===== config.mk =====
export PLATFORM = sky130hd
export DESIGN_NAME = top_k_sorted_insert_table
export DESIGN_NICKNAME = d
export VERILOG_FILES = /design/src/tksi_pkg.sv /design/src/tksi_cell.sv /design/src/top_k_sorted_insert_table.sv
export SDC_FILE = /design/constraint.sdc
export NUM_CORES = 2
export LEC_CHECK = 0
export BUFFER_PORTS_ARGS = -buffer_cell sky130_fd_sc_hd__buf_2
export CAP_MARGIN = 20
export CORE_AREA = 3 3 490 492
export CTS_CLUSTER_SIZE = 40
export DETAILED_ROUTE_END_ITERATION = 16
export DIE_AREA = 0 0 493 495
export PLACE_DENSITY_LB_ADDON = 0.05
export SYNTH_ARGS = -nofsm -noshare
export SYNTH_HDL_FRONTEND = slang
export SYNTH_SLANG_ARGS = --single-unit

===== constraint.sdc =====
create_clock -name i_clk -period 10.7 [get_ports i_clk]
set_input_delay 1.07 -clock i_clk [delete_from_list [all_inputs] [get_ports i_clk]]
set_output_delay 1.07 -clock i_clk [all_outputs]
set_load 0.005 [all_outputs]

===== src/tksi_pkg.sv =====
`timescale 1ns / 1ps

package tksi_pkg;

    localparam int ENTRIES    = 16;
    localparam int NAME_CHARS = 3;
    localparam int CNT_W      = $clog2(ENTRIES + 1);

    localparam int SCORE_W    = 32;
    localparam int LEVEL_W    = 16;
    localparam int INIT_W     = 24;
    localparam int INDEX_W    = 4;
    localparam int RANK_W     = 5;
    localparam int COUNT_W    = 5;

    typedef enum logic [1:0] {
        MODE_SUBMIT = 2'd0,
        MODE_CHECK  = 2'd1,
        MODE_READ   = 2'd2,
        MODE_NOP    = 2'd3
    } t_mode;

    typedef struct packed {
        logic                       valid;
        logic signed [SCORE_W-1:0]  score;
        logic        [LEVEL_W-1:0]  level;
        logic        [INIT_W-1:0]   initials;
    } t_entry;

    // What a cell hands to its lower neighbor
    typedef struct packed {
        logic   beaten;
        t_entry ent;
    } t_link;

    // Keep bytes up to the first zero byte, at most NAME_CHARS bytes
    function automatic logic [INIT_W-1:0] clean_initials(input logic [INIT_W-1:0] raw);
        logic [INIT_W-1:0] res;
        logic              keep;
        res  = '0;
        keep = 1'b1;
        for (int i = 0; i < INIT_W / 8; i++) begin
            if (i >= NAME_CHARS || raw[8*i +: 8] == 8'd0) begin
                keep = 1'b0;
            end
            if (keep) begin
                res[8*i +: 8] = raw[8*i +: 8];
            end
        end
        return res;
    endfunction

endpackage


===== src/tksi_cell.sv =====
`timescale 1ns / 1ps

module tksi_cell (
    input  logic            i_clk,
    input  logic            i_rst_n,
    input  logic            i_wr,
    input  tksi_pkg::t_entry i_new,
    input  tksi_pkg::t_link  i_prev,
    output tksi_pkg::t_link  o_link,
    output logic            o_take
);
    import tksi_pkg::*;

    t_entry r_ent;
    t_entry n_ent;
    logic   beaten;

    // Empty cells are always beaten, so the beaten flags form a thermometer
    assign beaten = !r_ent.valid || ($signed(i_new.score) > $signed(r_ent.score));
    assign o_take = beaten && !i_prev.beaten;

    assign o_link.beaten = beaten;
    assign o_link.ent    = r_ent;

    always_comb begin
        n_ent = r_ent;
        if (i_wr) begin
            if (i_prev.beaten) begin
                n_ent = i_prev.ent;
            end else if (beaten) begin
                n_ent = i_new;
            end
        end
    end

    always_ff @(posedge i_clk) begin
        if (!i_rst_n) begin
            r_ent.valid <= 1'b0;
        end else begin
            r_ent.valid <= n_ent.valid;
        end
        r_ent.score    <= n_ent.score;
        r_ent.level    <= n_ent.level;
        r_ent.initials <= n_ent.initials;
    end

endmodule


===== src/top_k_sorted_insert_table.sv =====
`timescale 1ns / 1ps
// Channel   Direction  tdata (low bit up)                               tuser
// s_axis    in         score[31:0] level[47:32] initials[71:48]         mode[1:0]
//                      index[75:72], zero pad to 80
// m_axis    out        rank[4:0] entry_score[36:5] entry_level[52:37]   entry_valid[0]
//                      entry_initials[76:53] entry_count[81:77], pad 88
//
// One transaction per cycle: the compare-and-shift row of cells settles a sorted
// insertion in the cycle the item is taken, and the result sits in one output register.
// Input is taken while the output register is empty or being drained.
// Synchronous active-low reset empties the table and the output register.

module top_k_sorted_insert_table (
    input  logic        i_clk,
    input  logic        i_rst_n,
    input  logic        s_axis_tvalid,
    output logic        s_axis_tready,
    input  logic [79:0] s_axis_tdata,  // score, level, initials, index
    input  logic [1:0]  s_axis_tuser,  // mode
    output logic        m_axis_tvalid,
    input  logic        m_axis_tready,
    output logic [87:0] m_axis_tdata,  // rank, entry_score, entry_level, entry_initials, entry_count
    output logic        m_axis_tuser   // entry_valid
);
    import tksi_pkg::*;

    t_mode              in_mode;
    logic [INDEX_W-1:0] in_index;
    t_entry             new_ent;
    t_link              links [ENTRIES+1];
    logic [ENTRIES-1:0] takes;
    logic               accept;
    logic               wr;
    logic               any_take;
    logic [CNT_W-1:0]   place_rank;
    t_entry             rd_ent;

    logic               r_ovalid;
    logic [87:0]        r_odata;
    logic               r_ouser;
    logic [CNT_W-1:0]   r_count;
    logic [CNT_W-1:0]   n_count;
    logic [87:0]        n_odata;
    logic               n_ouser;

    assign in_mode           = t_mode'(s_axis_tuser);
    assign in_index          = s_axis_tdata[75:72];
    assign new_ent.valid     = 1'b1;
    assign new_ent.score     = s_axis_tdata[31:0];
    assign new_ent.level     = s_axis_tdata[47:32];
    assign new_ent.initials  = clean_initials(s_axis_tdata[71:48]);

    assign s_axis_tready = !r_ovalid || m_axis_tready;
    assign accept        = s_axis_tvalid && s_axis_tready;
    assign wr            = accept && (in_mode == MODE_SUBMIT);

    assign links[0].beaten = 1'b0;
    assign links[0].ent    = new_ent;

    for (genvar g = 0; g < ENTRIES; g++) begin : g_cell
        tksi_cell u_cell (
            .i_clk   (i_clk),
            .i_rst_n (i_rst_n),
            .i_wr    (wr),
            .i_new   (new_ent),
            .i_prev  (links[g]),
            .o_link  (links[g+1]),
            .o_take  (takes[g])
        );
    end

    assign any_take = |takes;

    always_comb begin
        place_rank = '0;
        rd_ent     = '0;
        for (int i = 0; i < ENTRIES; i++) begin
            if (takes[i]) begin
                place_rank = CNT_W'(i + 1);
            end
            if (in_index == INDEX_W'(i) && links[i+1].ent.valid) begin
                rd_ent = links[i+1].ent;
            end
        end
    end

    always_comb begin
        n_count = r_count;
        if (wr && any_take && r_count < CNT_W'(ENTRIES)) begin
            n_count = r_count + CNT_W'(1);
        end
    end

    always_comb begin
        n_odata = '0;
        n_ouser = 1'b0;
        case (in_mode)
            MODE_SUBMIT, MODE_CHECK: begin
                n_odata[4:0] = RANK_W'(place_rank);
            end
            MODE_READ: begin
                n_ouser        = rd_ent.valid;
                n_odata[36:5]  = rd_ent.score;
                n_odata[52:37] = rd_ent.level;
                n_odata[76:53] = rd_ent.initials;
            end
            default: begin
                n_odata = '0;
            end
        endcase
        n_odata[81:77] = COUNT_W'(n_count);
    end

    always_ff @(posedge i_clk) begin
        if (!i_rst_n) begin
            r_ovalid <= 1'b0;
            r_count  <= '0;
        end else begin
            r_count <= n_count;
            if (accept) begin
                r_ovalid <= 1'b1;
            end else if (m_axis_tready) begin
                r_ovalid <= 1'b0;
            end
        end
        if (accept) begin
            r_odata <= n_odata;
            r_ouser <= n_ouser;
        end
    end

    assign m_axis_tvalid = r_ovalid;
    assign m_axis_tdata  = r_odata;
    assign m_axis_tuser  = r_ouser;

endmodule

=== Yosys cells after proc, flatten, opt, wreduce, memory -nomap -nowiden ===
Cells that the tools add are included.

* Register bits after elaboration: 1257
* Latch bits: 0
* Bits in writable memories: 0
* Bits in read-only memories: 0
* Bits of input ports: 86
* Output and inout bits: 91
* Logic and storage cells: 302
* Memories: 0

* Add/subtract/negate cells: 1
* $mul: 0
* Div/mod/pow operators: 0
* Magnitude comparators: 17
* Equal/unequal tests: 17
* Shift-type cells: 0
* Mux-type cells: 71
* Bitwise gates (word level): 1
* Reduce and logical (&&, ||, !) cells: 124

{| class="wikitable"
|+ Operators by type and width
! cell !! count
|-
| two-way mux 73 bit || 46
|-
| > comparator 32 bit || 16
|-
| two-way mux 5 bit || 16
|-
| logical AND 1 bit || 35
|-
| == test 4 bit, second input constant || 8
|-
| zero test 1 bit || 32
|-
| AND reduction 2 bit || 16
|-
| nonzero test 2 bit || 16
|-
| zero test 8 bit || 3
|-
| two-way mux 8 bit || 3
|-
| logical OR 1 bit || 17
|-
| == test 4 x 3 -> 1 bit, second input constant || 4
|-
| OR reduction 16 bit || 1
|-
| == test 4 x 2 -> 1 bit, second input constant || 2
|-
| two-way mux 1 bit || 6
|-
| adder 5 x 1 -> 5 bit, second input constant || 1
|-
| < comparator 5 bit, second input constant || 1
|-
| == test 4 x 1 -> 1 bit, second input constant || 1
|-
| zero test 4 bit || 1
|-
| OR reduction 2 bit || 2
|-
| == test 2 x 1 -> 1 bit, second input constant || 1
|-
| == test 2 bit, second input constant || 1
|-
| zero test 2 bit || 1
|-
| NOT 1 bit || 1
|}

=== Depth between registers and ports, before layout ===
* Depth in word-level cells: 19
* Depth in mapped cells: 14

=== Cells and area by module ===
From an unflattened synthesis, not the netlist that was laid out.

* Cell total of the unflattened synthesis: 5897
* Area total of the unflattened synthesis: 74789.2 um^2

{| class="wikitable"
|+ Modules (own cells, without submodules)
! module !! instances !! cells an instance !! area an instance (um^2) !! sequential area each (um^2)
|-
| tksi_cell || 16 || 278 || 3918.8 || 2182.1
|-
| top_k_sorted_insert_table || 1 || 1449 || 12089.1 || 2612.5
|}

=== Worst setup path after synthesis ===
No wires, ideal clock.

* Kind: input to register
* Start: input port s_axis_tdata[0]
* End: register g_cell[9].u_cell.r_ent (netlist bit g_cell[9].u_cell.o_link[0]), enable pin
* Arrival time: 6.749 ns
* Required time: 10.174 ns
* Path slack: 3.425 ns
* Stages: 11
* Cells stage by stage: clkinv_1 ha_1 nor2b_1 o211ai_1 a2111oi_0 o41ai_1 a31o_1 a22o_1 clkbuf_1 clkbuf_1 a21oi_1

* Longest elaborated chain between the ends: 4
* Elaborated cells between the ends (all ways): 6
* Classes of those cells: order compare: 2; reduce/logical: 4

{| class="wikitable"
|+ Ends and longest elaborated chain
! item !! RTL line !! text
|-
| from (decl) || top_k_sorted_insert_table.sv:18 || <nowiki>input logic [79:0] s_axis_tdata,</nowiki>
|-
| > comparator 32 bit || tksi_cell.sv:19 || <nowiki>assign beaten = !r_ent.valid || ($signed(i_new.score) > $signed(r_ent.score));</nowiki>
|-
| logical OR 1 bit || tksi_cell.sv:19 ||
|-
| nonzero test 2 bit (no line) * || n/a ||
|-
| AND reduction 2 bit (no line) * || n/a ||
|-
| to (decl) || tksi_cell.sv:14 || <nowiki>t_entry r_ent;</nowiki>
|}

Every way passes the cells marked *; elsewhere a longest branch is shown, timed or not.
A chain may end at the register's enable or synchronous reset.

=== Worst setup path after layout ===
* Start: input port s_axis_tdata[5]
* End: register g_cell[3].u_cell.r_ent (netlist bit g_cell[3].u_cell.o_link[33]), enable pin

* Longest elaborated chain between the ends: 4
* Elaborated cells between the ends (all ways): 6
* Classes of those cells: order compare: 2; reduce/logical: 4

{| class="wikitable"
|+ Ends and longest elaborated chain
! item !! RTL line
|-
| > comparator 32 bit || tksi_cell.sv:19
|-
| logical OR 1 bit || tksi_cell.sv:19
|-
| nonzero test 2 bit (no line) * || n/a
|-
| AND reduction 2 bit (no line) * || n/a
|-
| to (decl) || tksi_cell.sv:14
|}

Marked as above.

==> impl_results.md <==
- Crit path from: s_axis_tdata[5]
- Leak Pwr: between 30 and 40 nW
- Slew of the pin with the lowest slew margin: around 1.2 ns
- Post-route clock skew: ~0.037 ns
- Largest net degree at the start of global routing: 111
- Initial Utilization: between 20% and 30%
- CTS Hold Bufs: 0
- DR iter-0 viols: approximately 4600
- Mapped cell area: 0.0706 sq mm
- Congestion Overflow GR: 0
- Worst-path clk slew: approximately 0.050 ns
- DRC: 0
- Area Overhead vs Synth: 14.3%
- Max stage delay cell, worst path: buf_4
- DRT Wirelength: 277000 um
- Post-synthesis sequential area ratio: 53.1%
- # clock sinks: roughly 1300
- Power per cell area: 146 mW/mm^2
- Die ar.: between 0.2 and 0.25 sq mm
- Detailed placement HPWL: between 150000 and 200000 um
- FF-to-FF path depth: 13
- CP most frequent cell: buf_4
- Primary FF master, synth: edfxtp_1
- Top Ports: between 150 and 200
- Hold Path Origin: g_cell[4].u_cell.o_link[72]$_SDFFE_PN0P_
- Chip Height: 495 um
- First-pass GRT wire length: between 300000 and 400000 um
- CP endpoint: g_cell[3].u_cell.o_link[33]$_DFFE_PP_
- R2R setup slack: 5.01 ns
- RSZ-0062 raised after global routing: no
- Crit path arrival time: 6.36 ns
- Synth Register Bits: around 1300
- CP required: between 10 and 15 ns
- Mapped Cells: approximately 6200
- Outcome: complete, no violations
- Final instance area: 0.0807 sq mm
- Period utilization: 55.3%
- Max-Cap Viols: 0
- Port buffer count: around 170
- Antenna violations before repair: 22
- Setup crit start kind: input port
- Routed Antenna Nets: 0
- Vias/cell: ~5.4
- Area post-placement: 0.0756 sq mm
- Slew headroom: ~23%
- Clock root buffer: clkbuf_16
- DR pass1 iterations: 8
- Setup Viol. Count Final: 0
- Drt wl/cell: 29.0 um
- Global Route Usage Sum: between 20 and 25%
- Clock latency at the later pin of the worst-skew pair: between 0.8 and 0.9 ns
- Post-CTS setup buffers: 0
- Worst Path Max Fanout: 94
- Depth of the CTS H-tree: 4
- Number of flops mapped to enable cells by yosys: 1235
- Final Max Tran Viols: 0
- Final Critical Period: roughly 5.9 ns
- Worst R2R End: g_cell[3].u_cell.o_link[33]$_DFFE_PP_
- WS Path Type: input port to flop
- YS warnings: 0
- Inserted Clock Buffers: 164
- Worst path max stage delay: 0.73 ns
- Post-Route Setup TNS: 0 ns
- Post_cts resized: 0
- Worst hold path type: flop to flop
- Share of post-route cells with drive strength above 1: roughly a fifth
- Async SR Flop Fraction: 0%
- Gpl congestion: between 0.8 and 0.9
- Site Rows: between 150 and 200
- TritonCTS clock tree: built
- Clock buffer depth: 3
- Filler instances: 23700
- CP endpoint kind: flop
- Nets: 6874
- Vias in the first global route: 51300
- Via count: ~52000
- Synth unique cells: slightly above 80
- Cells along the critical path: buf_2 -> buf_4 -> ha_1 -> nand4_1 -> nor4_2 -> o21ai_0 -> a41oi_1 -> nor3_1 -> o21ai_4 -> buf_12 -> inv_1 -> a21oi_4 -> buf_4 -> buf_4
- Final Hold Fails: 0
- Peak VDD IR: between 0.0001 and 0.00015 V
- Die X: ~490 um
- Core area: around 0.24 sq mm
- Maximum clock frequency: between 150 and 200 MHz
- Critical R2R Launch: g_cell[2].u_cell.o_link[47]$_DFFE_PP_
- Mean post-synth cell area: 11.4 sq um
cells by family after synthesis:
logic type,synth area share (%)
multiplexers,10.4
buffers and inverters,5.13
other,0.00531
AO/OA/AOI/OAI,14.1
adder cells (fa/ha/maj),9.09
XOR/XNOR,0.0372
flip-flops,53.1
AND/OR/NAND/NOR,8.11
worst max-delay path, delay by kind of cell:
kind / cells / cell delay, ns
and+or+nand+nor: 3 / 1.22
adders and majority gates: 1 / 0.38
buffers and inverters: 6 / 2.48
AOI/OAI and AO/OA: 4 / 1.05
per-layer routing:
layer	global-route usage (%)	up-vias	wire, um	part of all wire, %
li1	-	23700	-	-
met1	32.1	26200	131000	47
met2	35.3	1398	125000	45
met3	2.57	287	14500	5.2
met4	5.54	4	6270	2.3
met5	0	-	31	0.011
cells in the final DEF, fill, tap and decap left out, drive strengths merged, types with 87 or more instances in the layout:
cell and n:
o22ai 197, a211oi 87, inv 546, nand2 635
clkbuf 221, mux2 648, nor2 153, nand3 111
nor3 112, ha 513, o21ai 494, a21oi 281
a22oi 117, edfxtp 1235, nand4 91, buf 313
state kept, by name, indices dropped and copies added (netlist names):
register and cells:
m_axis_tdata 82, m_axis_tuser 1, g_cell.u_cell.o_link 1168, r_count 5, m_axis_tvalid 1
cell usage after synthesis, types with 87 or more instances:
cell	n	share of area, %
clkbuf_1	361	1.9
mux2_2	648	10
edfxtp_1	1235	53
nand4_1	91	0.81
nand2_1	635	3.4
o22ai_1	197	1.7
nand3_1	110	0.78
nor2_1	153	0.81
a211oi_1	87	0.92
nor3_1	112	0.79
a22oi_1	117	1.2
inv_1	540	2.9
o21ai_0	482	3.4
ha_1	513	9.1
a21oi_1	281	2.0
through the flow:
stage | util [%] | worst slack (ns) | cells | power, mW | hold WS [ns]
after global placement | 32.1 | 3.55 | 9255 | 6.46 | 0.474
after floorplan | - | 3.43 | 6206 | 6.10 | 0.452
final | 34.3 | 4.78 | 9558 | 11.8 | 0.500
after detailed placement | 32.1 | 3.76 | 9259 | 6.47 | 0.486
after CTS | 34.3 | 4.65 | 9554 | 12.0 | 0.410
after global routing | 34.3 | 4.57 | 9556 | 12.2 | 0.469
worst min-delay path by stage:
stage                                               end  cells after the start  slack, ns
6_report       g_cell[4].u_cell.o_link[72]$_SDFFE_PN0P_                      2       0.50
5_1_grt                      m_axis_tvalid$_SDFFE_PN0P_                      3       0.47
4_1_cts                      m_axis_tvalid$_SDFFE_PN0P_                      3       0.41
3_5_place_dp   g_cell[5].u_cell.o_link[72]$_SDFFE_PN0P_                      2       0.49
3_3_place_gp   g_cell[5].u_cell.o_link[72]$_SDFFE_PN0P_                      2       0.47
2_1_floorplan  g_cell[3].u_cell.o_link[72]$_SDFFE_PN0P_                      2       0.45
final cells by class:
| cell class | instances | area, sq um | share of cell area (%) |
|---|---|---|---|
| multi-input cells | 3996 | 30000 | 37.2 |
| repair buffers | 313 | 2070 | 2.57 |
| clock buffers | 221 | 4410 | 5.46 |
| diodes | 4 | 10.0 | 0.0124 |
| clock inverters | 74 | 719 | 0.891 |
| well taps | 3150 | 3940 | 4.88 |
| inverters | 543 | 2040 | 2.53 |
| flip-flops and latches | 1257 | 37500 | 46.5 |
where the power goes:
group	internal (mW)	switching [mW]
Sequential	5.53	0.0586
Clock	3.10	2.33
Combinational	0.241	0.530
Note: power is estimated with default switching activity, not from simulation.
